--- src/hw/rtl/oahs_pkg.sv ---
// shared types and constants of the open-address hash set
// no dependencies; imported by every module of the block except oahs_ram
package oahs_pkg;

  localparam int IN_KEY_W  = 32;  // key field width on the item beat
  localparam int COUNT_W   = 11;  // live and filled counters
  localparam int MEMBER_W  = 10;  // member_count field width
  localparam int MARK_W    = 2;

  typedef enum logic [1:0] {
    OP_ADD    = 2'd0,
    OP_DELETE = 2'd1,
    OP_QUERY  = 2'd2
  } op_e;

  typedef enum logic [MARK_W-1:0] {
    MARK_EMPTY = 2'd0,
    MARK_LIVE  = 2'd1,
    MARK_TOMB  = 2'd2
  } mark_e;

  typedef enum logic [2:0] {
    ST_CLEAR,
    ST_IDLE,
    ST_READ,
    ST_EVAL,
    ST_COMMIT
  } state_e;

  typedef struct packed {
    logic [1:0]          operation;
    logic [IN_KEY_W-1:0] key;
  } item_t;

  typedef struct packed {
    logic                success;
    logic                table_full;
    logic [MEMBER_W-1:0] member_count;
  } result_t;

  // controller to datapath
  typedef struct packed {
    logic clear_en;
    logic load;
    logic eval;
    logic commit;
  } cmd_t;

  // datapath to controller
  typedef struct packed {
    logic clear_last;
    logic item_nop;
    logic probe_end;
  } stat_t;

endpackage

--- src/hw/rtl/oahs_ctrl.sv ---
// sequencing state machine of the hash set: clear sweep, probe loop, commit
// depends on oahs_pkg
module oahs_ctrl
  import oahs_pkg::*;
(
  input  logic  clk,
  input  logic  rst,
  input  logic  start,
  input  stat_t stat,
  output cmd_t  cmd,
  output logic  busy
);

  state_e state, state_next;

  always_ff @(posedge clk) begin
    if (rst) begin
      state <= ST_CLEAR;
    end else begin
      state <= state_next;
    end
  end

  always_comb begin
    state_next = state;
    cmd        = '0;
    busy       = 1'b1;
    unique case (state)
      ST_CLEAR: begin
        cmd.clear_en = 1'b1;
        if (stat.clear_last) begin
          state_next = ST_IDLE;
        end
      end
      ST_IDLE: begin
        busy = 1'b0;
        if (start) begin
          cmd.load   = 1'b1;
          state_next = stat.item_nop ? ST_COMMIT : ST_READ;
        end
      end
      ST_READ: begin
        state_next = ST_EVAL;
      end
      ST_EVAL: begin
        cmd.eval   = 1'b1;
        state_next = stat.probe_end ? ST_COMMIT : ST_READ;
      end
      ST_COMMIT: begin
        cmd.commit = 1'b1;
        state_next = ST_IDLE;
      end
      default: begin
        state_next = ST_CLEAR;
      end
    endcase
  end

endmodule

--- config.mk ---
export PLATFORM = sky130hd
export DESIGN_NAME = oahs_ctrl
export DESIGN_NICKNAME = d
export VERILOG_FILES = /design/src/hw/rtl/oahs_pkg.sv /design/src/hw/rtl/oahs_ctrl.sv
export SDC_FILE = /design/constraint.sdc
export NUM_CORES = 1
export LEC_CHECK = 0
export ABC_AREA = 0
export BUFFER_PORTS_ARGS = -buffer_cell sky130_fd_sc_hd__buf_2
export CORE_AREA = 2 2 39 41
export CTS_CLUSTER_SIZE = 16
export DETAILED_ROUTE_END_ITERATION = 8
export DIE_AREA = 0 0 41 43
export GPL_TIMING_DRIVEN = 0
export PLACE_DENSITY_LB_ADDON = 0.3
export SLEW_MARGIN = 20
export SYNTH_ARGS = -nofsm -noshare
export SYNTH_HDL_FRONTEND = slang
export SYNTH_SLANG_ARGS = --single-unit
--- constraint.sdc ---
create_clock -name clk -period 1.8 [get_ports clk]
set_clock_uncertainty 0.2 [all_clocks]
set_input_delay 0.09 -clock clk [delete_from_list [all_inputs] [get_ports clk]]
set_output_delay 0.09 -clock clk [all_outputs]
set_load 0.05 [all_outputs]
# Word-level counts from Yosys, hierarchy flattened
# Cells that the tools add are included.
[op_classes]
eq_ne = 6
mux = 11
reduce_logical = 2
[op_table]
columns = ["operator", "n"]
rows = [
  ["3-bit case mux with 5 select lines", 1],
  ["3-bit two-way mux", 4],
  ["3-bit by 2-bit == test with 1-bit output, second input constant", 2],
  ["1-bit two-way mux", 6],
  ["2-bit != test, second input constant", 2],
  ["3-bit by 1-bit == test with 1-bit output, second input constant", 1],
  ["3-bit == test, second input constant", 1],
  ["3-bit logical NOT", 1],
  ["2-bit AND reduction", 1],
]
[totals]
register_bits = 3
input_bits = 6
output_inout_bits = 5

# Logic depth before layout (Yosys ltp)
# Gate-level depths: netlist of the first run.
[logic_depth]
word_depth = 3
mapped_depth = 4
ltp_nobuf = 3

# Worst setup path after synthesis of the first run
# Ideal clock, no wire load.
[synth_path]
path_type = "reg2out"
startpoint = "reg state[1]"
endpoint = "out cmd[2] (netlist bit)"
arrival_time_ps = 1657
path_slack_ps = -147
path_stages_with_launch = 5
path_cell_list = "dfxtp_1 -> buf_2 -> nor2_1 -> nand2_1 -> nor2_1"
[synth_rtl]
columns = ["item", "line", "text"]
rows = [
  ["from (decl)", "oahs_ctrl.sv:14", "state_e state, state_next;"],
  ["from (signal assigned)", "oahs_ctrl.sv:20", "state <= state_next;"],
  ["to (decl)", "oahs_ctrl.sv:10", "output cmd_t cmd,"],
]

# Final worst setup path of the first run
[layout_path]
startpoint = "reg state[1]"
endpoint = "reg state[0]"
[layout_via]
elab_chain_len = 3
[layout_rtl]
columns = ["item", "line", "text"]
rows = [
  ["3-bit by 1-bit == test with 1-bit output or 3-bit logical NOT (tied branches)", "oahs_ctrl.sv:28", "unique case (state)"],
  ["2-bit != test (no source line)", "--", ""],
  ["2-bit AND reduction (no source line)", "--", ""],
]
# Parallel ways exist; a longest one is shown, timed or not.
# A chain may end at the register's enable or synchronous reset.

==> metrics, run 1 <==
Synth cell types=17; H-tree depth=1; CTS Sinks=3; n_diodes=0; multiplexer area fraction after synthesis=between 10% and 20%; XOR/XNOR Fraction of Synth Area=0%; max_slew headroom=83.42%; Hold Crit Class=input port to register; Max Freq=592.0 MHz; Die Span Y=43 um; Clock Pin Slew Worst Setup and Hold Paths=approximately 0.04 ns; Slew @ Worst Pin=0.2505 ns; Finish-stage setup viols=0; IO Count=11; post-DP HPWL=between 300 and 400 um; Hold Vio Cnt, Final=0; pin count of the biggest net entering global routing=11; total core area=0.001384 mm2; final setup margin=0.1107 ns; via count=220; fin crit share=93.85%; worst-path fanout max=9; Vias/cell=3.793; Post-Synthesis Cells=25; nets=49; Initial DRC Count=1; Remaining DRCs=0; Worst Hold Launch=stat[1]; status=finished, final reports clean; top flop regs=state: 3 flops; hold slack=0.02389 ns; Tot GR Track Use=8.124%; adder-cell share of the synthesized area=0%; CP Data Required Time=1.71 ns; clk_lat worst skew=0.23 ns; global routing's busiest layer=met1; dpl cell area=about 290 um2; Slowest Stage Delay on Critical Path=0.55 ns; GRT overflow=0; simple-gate share of the synthesized area=a little over a quarter; met3 GRT Util=3.141%; Post-DRT Antenna Nets=0; Worst Setup Path Type=register to register; worst slack at placement=0.4929 ns; area delta synth->final=67.66%; Synth Warn #=0; leading cell type in the layout, fill and taps excluded=buf_2; met2 Use GR=8.750%; CTS buffer count=3; largest family of logic cells by synthesized area=simple AND/OR/NAND/NOR gates; PortBufs=10; CTS tree=done; Startpoint Class=register; first-pass GRT wire length=897 um; clk buf depth=2; clock root buffer=clkbuf_4; Final Max Tran Viols=0; cell count after placement=51; RSZ-0062 raised after global routing=no; Die ar.=0.001763 mm2; critical path endpoint category=register; max FFs per register=3; first drt pass iteration count=2; chip width=a little over 40 um; final cell count without fillers=58; initial antenna violation count=0; Final Wtd Congestion=between 0.7 and 0.8; drt total wl=between 400 and 500 um; Pleak=0.1618 nW; Post-CTS Setup Inserts=0; crit path DAT=1.60 ns; Top reg by flops=state; vias in the first global route=202; worst-path cell chain=buf_4 > nor3b_2 > a31oi_1 > a21oi_1 > dlygate4sd3_1; starting density of the core=15.10%; setup TNS=0 ns; Synth Area in Compound Gates=about 22%; met1 usage=11.22%; Cell Pwr Density=788.8 mW/mm2; Mean Syn Cell Area=8.358 um2; maxcap violations=0; min Tclk post-route=1.689 ns; Synth Register Bits=3; syn nets=31; Crit path max-delay family=buffers and inverters; wire per inst=8.034 um; row count=14; Final Instance Area=350.3 um2; worst setup path start=state[1]; r2r startpoint=state[1]; crit path buf inv count=2; most frequent cells in the layout=buf_2, nor2_1, clkbuf_4, dlygate4sd3_1, dfxtp_1; share of cells above drive strength 1=52.38%; register area share after synthesis=between 20 and 30%; VDD IR-drop max=0.1656 mV; synthesized area=209.0 um2; CP max-delay cell=dlygate4sd3_1
-- area by class of cell --
cell class / instances / area, um2
clock buffers: 4 / 26.28
flip-flops and latches: 3 / 60.06
well taps: 16 / 20.02
inverters: 2 / 7.507
repair buffers: 13 / 80.08
multi-input cells: 18 / 137.6
fillers: 160 / 1033
plain buffers: 2 / 18.77
-- synth_stat cells (all sizes together) --
library cell | instances | area share (%)
a311oi | 1 | 7.2
mux2 | 1 | 7.2
a21oi | 2 | 4.8
inv | 2 | 3.6
nor2 | 4 | 7.2
nor3b | 2 | 7.2
nand2 | 1 | 1.8
mux2i | 1 | 4.8
nor3 | 1 | 2.4
and2 | 1 | 3.0
buf | 2 | 7.8
o21ai | 2 | 6.6
dfxtp | 3 | 29
and3b | 1 | 4.8
a31oi | 1 | 3.0
-- per-layer routing --
| metal | wire length, um | vias to the layer above |
|---|---|---|
| li1 | - | 122 |
| met1 | 223 | 92 |
| met2 | 211 | 6 |
| met3 | 32 | 0 |
| met4 | 0 | 0 |
| met5 | 0 | - |
-- through the flow --
step,util (%),power [mW]
floorplan,-,0.1371
global placement,20.71,0.1556
detailed placement,20.71,0.1561
CTS,24.77,0.2832
global route,25.32,0.3030
finish,25.32,0.2763
-- cell families after synthesis --
kind of cell / after synthesis
AO/OA/AOI/OAI: 6
AND/OR/NAND/NOR: 10
flip-flops: 3
buffers and inverters: 4
multiplexers: 2
-- worst reg2reg max path: cells and delay by family (launching register included) --
kind,cells,cell delay (ns)
and+or+nand+nor,1,0.16
buffers and inverters,2,0.71
DFF,1,0.29
AOI/OAI and AO/OA,2,0.22
-- path summary, 6_finish.rpt --
check	endpoint	slack (ns)	cells after the start
max	state[0]	0.11	5
max reg2reg	state[0]	0.11	5
min reg2reg	state[1]	0.40	2
min	state[2]	0.02	3
-- where the power goes --
| group | switching (mW) | internal, mW | total (mW) | leakage [nW] |
|---|---|---|---|---|
| logic | 0.0550 | 0.0340 | 0.0890 | 0.122 |
| registers | 0.00210 | 0.0706 | 0.0727 | 0.0245 |
| clock network | 0.0317 | 0.0829 | 0.115 | 0.0150 |
| total | 0.0888 | 0.188 | 0.276 | 0.162 |
-- timing repair --
item / 4_1_cts / 5_1_grt
setup endpoints to repair: 0 / 1
hold endpoints to repair: 3 / 0
resized for setup: 0 / 3
hold buffers: 3 / 0
No activity file was read; power rests on OpenSTA's default activity.
==> run 2: changes to the inputs <==
Settings changed: RECOVER_POWER set to 25.
==> run 2 against run 1 <==
  * Critical path depth did not move
  * Count of clock-buffer cells in the layout did not move
  * Worst setup slack gained 0.0064 ns
  * Design area is 1.1% lower
  * Cell count is the same
  * Flip-flop and latch count is the same
==> metrics, run 2 (synthesized netlist as in run 1, its figures left out) <==
status=finished, final reports clean (unchanged); worst-path cell chain=buf_4 > nor3b_2 > a31oi_1 > a21oi_1 > dlygate4sd3_1 (unchanged); pin count of the biggest net entering global routing=11 (unchanged); Startpoint Class=register (unchanged); final setup margin=0.1171 ns (was 0.1107 ns); Pleak=0.1609 nW (was 0.1618 nW); drt total wl=474 um (was 466 um); Hold Crit Class=input port to register (unchanged); Max Freq=594.2 MHz (was 592.0 MHz); area delta synth->final=65.87% (was 67.66%); PortBufs=10 (unchanged); Post-DRT Antenna Nets=0 (unchanged); nets=49 (unchanged); wire per inst=8.172 um (was 8.034 um); GRT overflow=0 (unchanged); n_diodes=0 (unchanged); Slew @ Worst Pin=0.2890 ns (was 0.2505 ns); Tot Pwr=0.2750 mW (was 0.2763 mW); fillcell total=162 (was 160); first drt pass iteration count=2 (unchanged); critical path endpoint category=register (unchanged); Finish-stage setup viols=0 (unchanged); setup TNS=0 ns (unchanged); Cell Pwr Density=793.4 mW/mm2 (was 788.8 mW/mm2); via count=216 (was 220); Clock Pin Slew Worst Setup and Hold Paths=0.04 ns (about the same); fin crit share=93.49% (was 93.85%); Vias/cell=3.724 (was 3.793); hold path depth=3 (unchanged); Final Instance Area=346.6 um2 (was 350.3 um2); min Tclk post-route=1.683 ns (was 1.689 ns); row count=14 (unchanged); Core Util, Final=25.05% (was 25.32%); RSZ-0062 raised after global routing=no (unchanged); first-pass GRT wire length=897 um (unchanged); IO Count=11 (unchanged); CP max-delay cell=dlygate4sd3_1 (unchanged); R2R depth=5 (unchanged); vias in the first global route=202 (unchanged); Die ar.=0.001763 mm2 (unchanged); CTS buffer count=3 (unchanged); maxcap violations=0 (unchanged); max_slew headroom=80.53% (was 83.42%); area of the multi-input gates=133.9 um2 (was 137.6 um2); CTS Sinks=3 (unchanged); Hold Vio Cnt, Final=0 (unchanged); most frequent cells in the layout=buf_2, nor2_1, clkbuf_4, dlygate4sd3_1, dfxtp_1 (unchanged); top flop regs=state: 3 flops (unchanged); Tot GR Track Use=8.124% (unchanged); VDD IR-drop max=0.1656 mV (about the same); chip width=41 um (unchanged); clk buf depth=2 (unchanged); Die Span Y=43 um (unchanged); Post-CTS Setup Inserts=0 (unchanged); post-DP HPWL=352.7 um (unchanged); Remaining DRCs=0 (unchanged); Final Max Tran Viols=0 (unchanged); starting density of the core=15.10% (unchanged); Slowest Stage Delay on Critical Path=0.55 ns (about the same); clock root buffer=clkbuf_4 (unchanged); worst-path fanout max=9 (unchanged); Final Wtd Congestion=0.7006 (unchanged); leading cell type in the layout, fill and taps excluded=buf_2 (unchanged); CTS tree=done (unchanged); Worst Setup Path Type=register to register (unchanged); Seq. cell area=60.06 um2 (unchanged); worst slack at placement=0.4929 ns (unchanged); total core area=0.001384 mm2 (unchanged); H-tree depth=1 (unchanged); share of cells above drive strength 1=50.00% (was 52.38%); max FFs per register=3 (unchanged); Top reg by flops=state (unchanged); clk_lat worst skew=0.23 ns (about the same); dpl cell area=286.5 um2 (unchanged); initial antenna violation count=0 (unchanged); crit path DAT=1.59 ns (was 1.60 ns); CP Data Required Time=1.71 ns (about the same); Initial DRC Count=3 (was 1)
## run 2: final timing paths
path             from        to  slack, ns
min reg2reg  state[1]  state[1]       0.40
max reg2reg  state[1]  state[0]       0.12
min           stat[1]  state[2]       0.03
max          state[1]  state[0]       0.12
## run 2: report_power, final
part	internal [mW]	total (mW)	leakage, nW	switching, mW
Combinational	0.0334	0.0876	0.121	0.0542
Clock	0.0829	0.115	0.0150	0.0317
Sequential	0.0706	0.0728	0.0245	0.00213
## run 2: area by class of cell
type / count / area share (%)
Sequential cell: 3 / 17.33
Clock buffer: 4 / 7.581
Multi-Input combinational cell: 18 / 38.63
Buffer: 2 / 5.415
Inverter: 2 / 2.166
Tap cell: 16 / 5.776
Timing Repair Buffer: 13 / 23.10
## run 2: repair_timing
action / CTS / global route
gates resized for setup: 0 / 3
hold endpoints to repair: 3 / 0
setup endpoints to repair: 0 / 1
hold buffers: 3 / 0
## run 2: stage by stage
step / cells / hold slack (ns)
finish: 58 / 0.02566
global route: 58 / 0.05401
CTS: 58 / 0.01514
detailed placement: 51 / 0.08225
global placement: 51 / 0.07488
floorplan: 25 / -0.04093
## run 2: layer usage
metal / wire [um] / vias to the layer above / GRT usage [%]
li1: - / 123 / -
met1: 245 / 87 / 11.22
met2: 196 / 6 / 8.750
met3: 32 / 0 / 3.141
met4: 0 / 0 / 8.000
met5: 0 / - / 0
## run 2: critical path, delay by kind of cell, from the launching register on
kind | cells | cell delay (ns)
buffers and inverters | 2 | 0.71
flip-flops | 1 | 0.29
AND/OR/NAND/NOR | 1 | 0.15
AO/OA/AOI/OAI | 2 | 0.22
==> run 3: changes to the inputs <==
Settings changed: SETUP_SLACK_MARGIN set to 0.2.
Clock period 1.8 ns to 2 ns, I/O delays scaled along.
==> run 3 against run 2 <==
  * Via count down 1.9%
  * Flip-flop and latch count unchanged
  * Sequential share of layout area up 0.92 points
  * Largest power group unchanged
  * Sequential power down 10%
  * Core utilization down 1.3 points
==> metrics, run 3 (synthesized netlist as in run 1, its figures left out) <==
nets=48 (was 49); Post-DRT Antenna Nets=0 (unchanged); Top reg by flops=state (unchanged); Die ar.=0.001763 mm2 (unchanged); Die Span Y=43 um (unchanged); row count=14 (unchanged); clk_lat worst skew=0.23 ns (about the same); met3 WL post-DR=32 um (unchanged); post-DP HPWL=352.7 um (unchanged); CP most frequent cell=buf_2; leading cell type in the layout, fill and taps excluded=buf_2 (unchanged); status=finished, final reports clean (unchanged); PortBufs=10 (unchanged); CP max-delay cell=dfxtp_1 (was dlygate4sd3_1); RSZ-0062 raised after global routing=no (unchanged); maxcap violations=0 (unchanged); first-pass GRT wire length=897 um (unchanged); Top Metal Used=met3 (unchanged); pin count of the biggest net entering global routing=11 (unchanged); max FFs per register=3 (unchanged); fillcell total=163 (was 162); chip width=41 um (unchanged); H-tree depth=1 (unchanged); fin crit share=77.28%; starting density of the core=15.10% (unchanged); Cell Pwr Density=738.0 mW/mm2 (was 793.4 mW/mm2); CTS buffer count=3 (unchanged); worst slack at placement=0.6829 ns (was 0.4929 ns); Remaining DRCs=0 (unchanged); clock root buffer=clkbuf_4 (unchanged); Post-CTS Setup Inserts=0 (unchanged); via count=212 (was 216); Vias/cell=3.719 (was 3.724); area delta synth->final=57.49% (was 65.87%); Tot Pwr=0.2428 mW (was 0.2750 mW); IO Count=11 (unchanged); min Tclk post-route=between 1.5 and 2 ns; initial antenna violation count=0 (unchanged); max_slew headroom=81.09% (was 80.53%); Initial DRC Count=4 (was 3); VDD IR-drop max=0.1425 mV (was 0.1656 mV); most frequent cells in the layout=buf_2, nor2_1, clkbuf_4, dfxtp_1 (was buf_2, nor2_1, clkbuf_4, dlygate4sd3_1, dfxtp_1); Final Wtd Congestion=0.7006 (unchanged); vias in the first global route=199 (was 202); wire per inst=8.175 um (was 8.172 um); Hold Crit Class=input port to register (unchanged); Final Max Tran Viols=0 (unchanged); Worst Setup Path Type=register to primary output (was register to register); DRT met1 WL=215 um (was 245 um); worst-path fanout max=9 (unchanged); Startpoint Class=register (unchanged); metal2 WL=218 um (was 196 um); CTS tree=done (unchanged); n_diodes=0 (unchanged); share of cells above drive strength 1=48.78% (was 50.00%); worst-path cell chain=buf_2 > nor2_1 > nand2_1 > nor2_2 > buf_2 (was buf_4 > nor3b_2 > a31oi_1 > a21oi_1 > dlygate4sd3_1); Hold Vio Cnt, Final=0 (unchanged); Slowest Stage Delay on Critical Path=0.28 ns (was 0.55 ns); CP Data Required Time=1.70 ns (was 1.71 ns); clk buf depth=2 (unchanged); GRT overflow=0 (unchanged); Pleak=0.1518 nW (was 0.1609 nW); critical path endpoint category=primary output (was register); Tot GR Track Use=8.124% (unchanged); Clock Pin Slew Worst Setup and Hold Paths=0.04 ns (about the same); total core area=0.001384 mm2 (unchanged); crit path DAT=1.25 ns (was 1.59 ns); Slew @ Worst Pin=0.2807 ns (was 0.2890 ns); first drt pass iteration count=2 (unchanged); CTS Sinks=3 (unchanged); setup TNS=0 ns (unchanged); Max Freq=around 650 MHz; Finish-stage setup viols=0 (unchanged); final setup margin=0.4545 ns (was 0.1171 ns); top flop regs=state: 3 flops (unchanged); drt total wl=466 um (was 474 um)
==> run 3: cell count changes in the layout (fill, tap and decap cells not counted) <==
cell / change
buf_4: -1
dlygate4sd3_1: -1
nor3b_1: +1
buf_2: +1
nor3b_2: -1
==> run 3: what timing repair did <==
action / CTS / global route
hold buffers: 2 / 0
gates resized for setup: 0 / 0
endpoints found under the hold margin: 3 / 0
==> run 3: critical path, delay by kind of cell, from the launching register on <==
kind	cells	cell delay (ns)
buf+inv	2	0.42
simple gates	3	0.31
flops	1	0.28
==> run 3: cell type report <==
cell class,count,area [um2],share of cell area [%]
plain buffers,2,16.27,4.943
clock buffers,4,26.28,7.985
inverters,2,7.507,2.281
multi-input cells,18,128.9,39.16
flip-flops and latches,3,60.06,18.25
well taps,16,20.02,6.084
repair buffers,12,70.07,21.29
==> run 3: worst paths after layout <==
check | endpoint | startpoint | slack (ns) | depth (start not counted)
max | cmd[2] | state[1] | 0.45 | 5
min | state[0] | stat[2] | 0.003 | 3
max reg2reg | state[2] | state[0] | 0.59 | 4
min reg2reg | state[1] | state[0] | 0.40 | 2
==> run 3: through the flow <==
| step | hold slack (ns) | util (%) | instance area [um2] | std cells |
|---|---|---|---|---|
| floorplan | -0.03093 | - | 216.5 | 25 |
| global placement | 0.08488 | 20.71 | 286.5 | 51 |
| detailed placement | 0.09225 | 20.71 | 286.5 | 51 |
| CTS | 0.002241 | 24.05 | 332.8 | 57 |
| global route | 0.04939 | 23.78 | 329.1 | 57 |
| finish | 0.002614 | 23.78 | 329.1 | 57 |
==> run 3: routing by layer <==
layer,GRT usage [%],up-vias
met5,0,-
met4,8.000,0
met3,3.141,0
met2,8.750,6
met1,11.22,86
li1,-,120
==> run 3: power by group <==
part	total, mW	internal, mW	switching [mW]
clock network	0.103	0.0745	0.0280
logic	0.0750	0.0270	0.0479
registers	0.0654	0.0636	0.00178
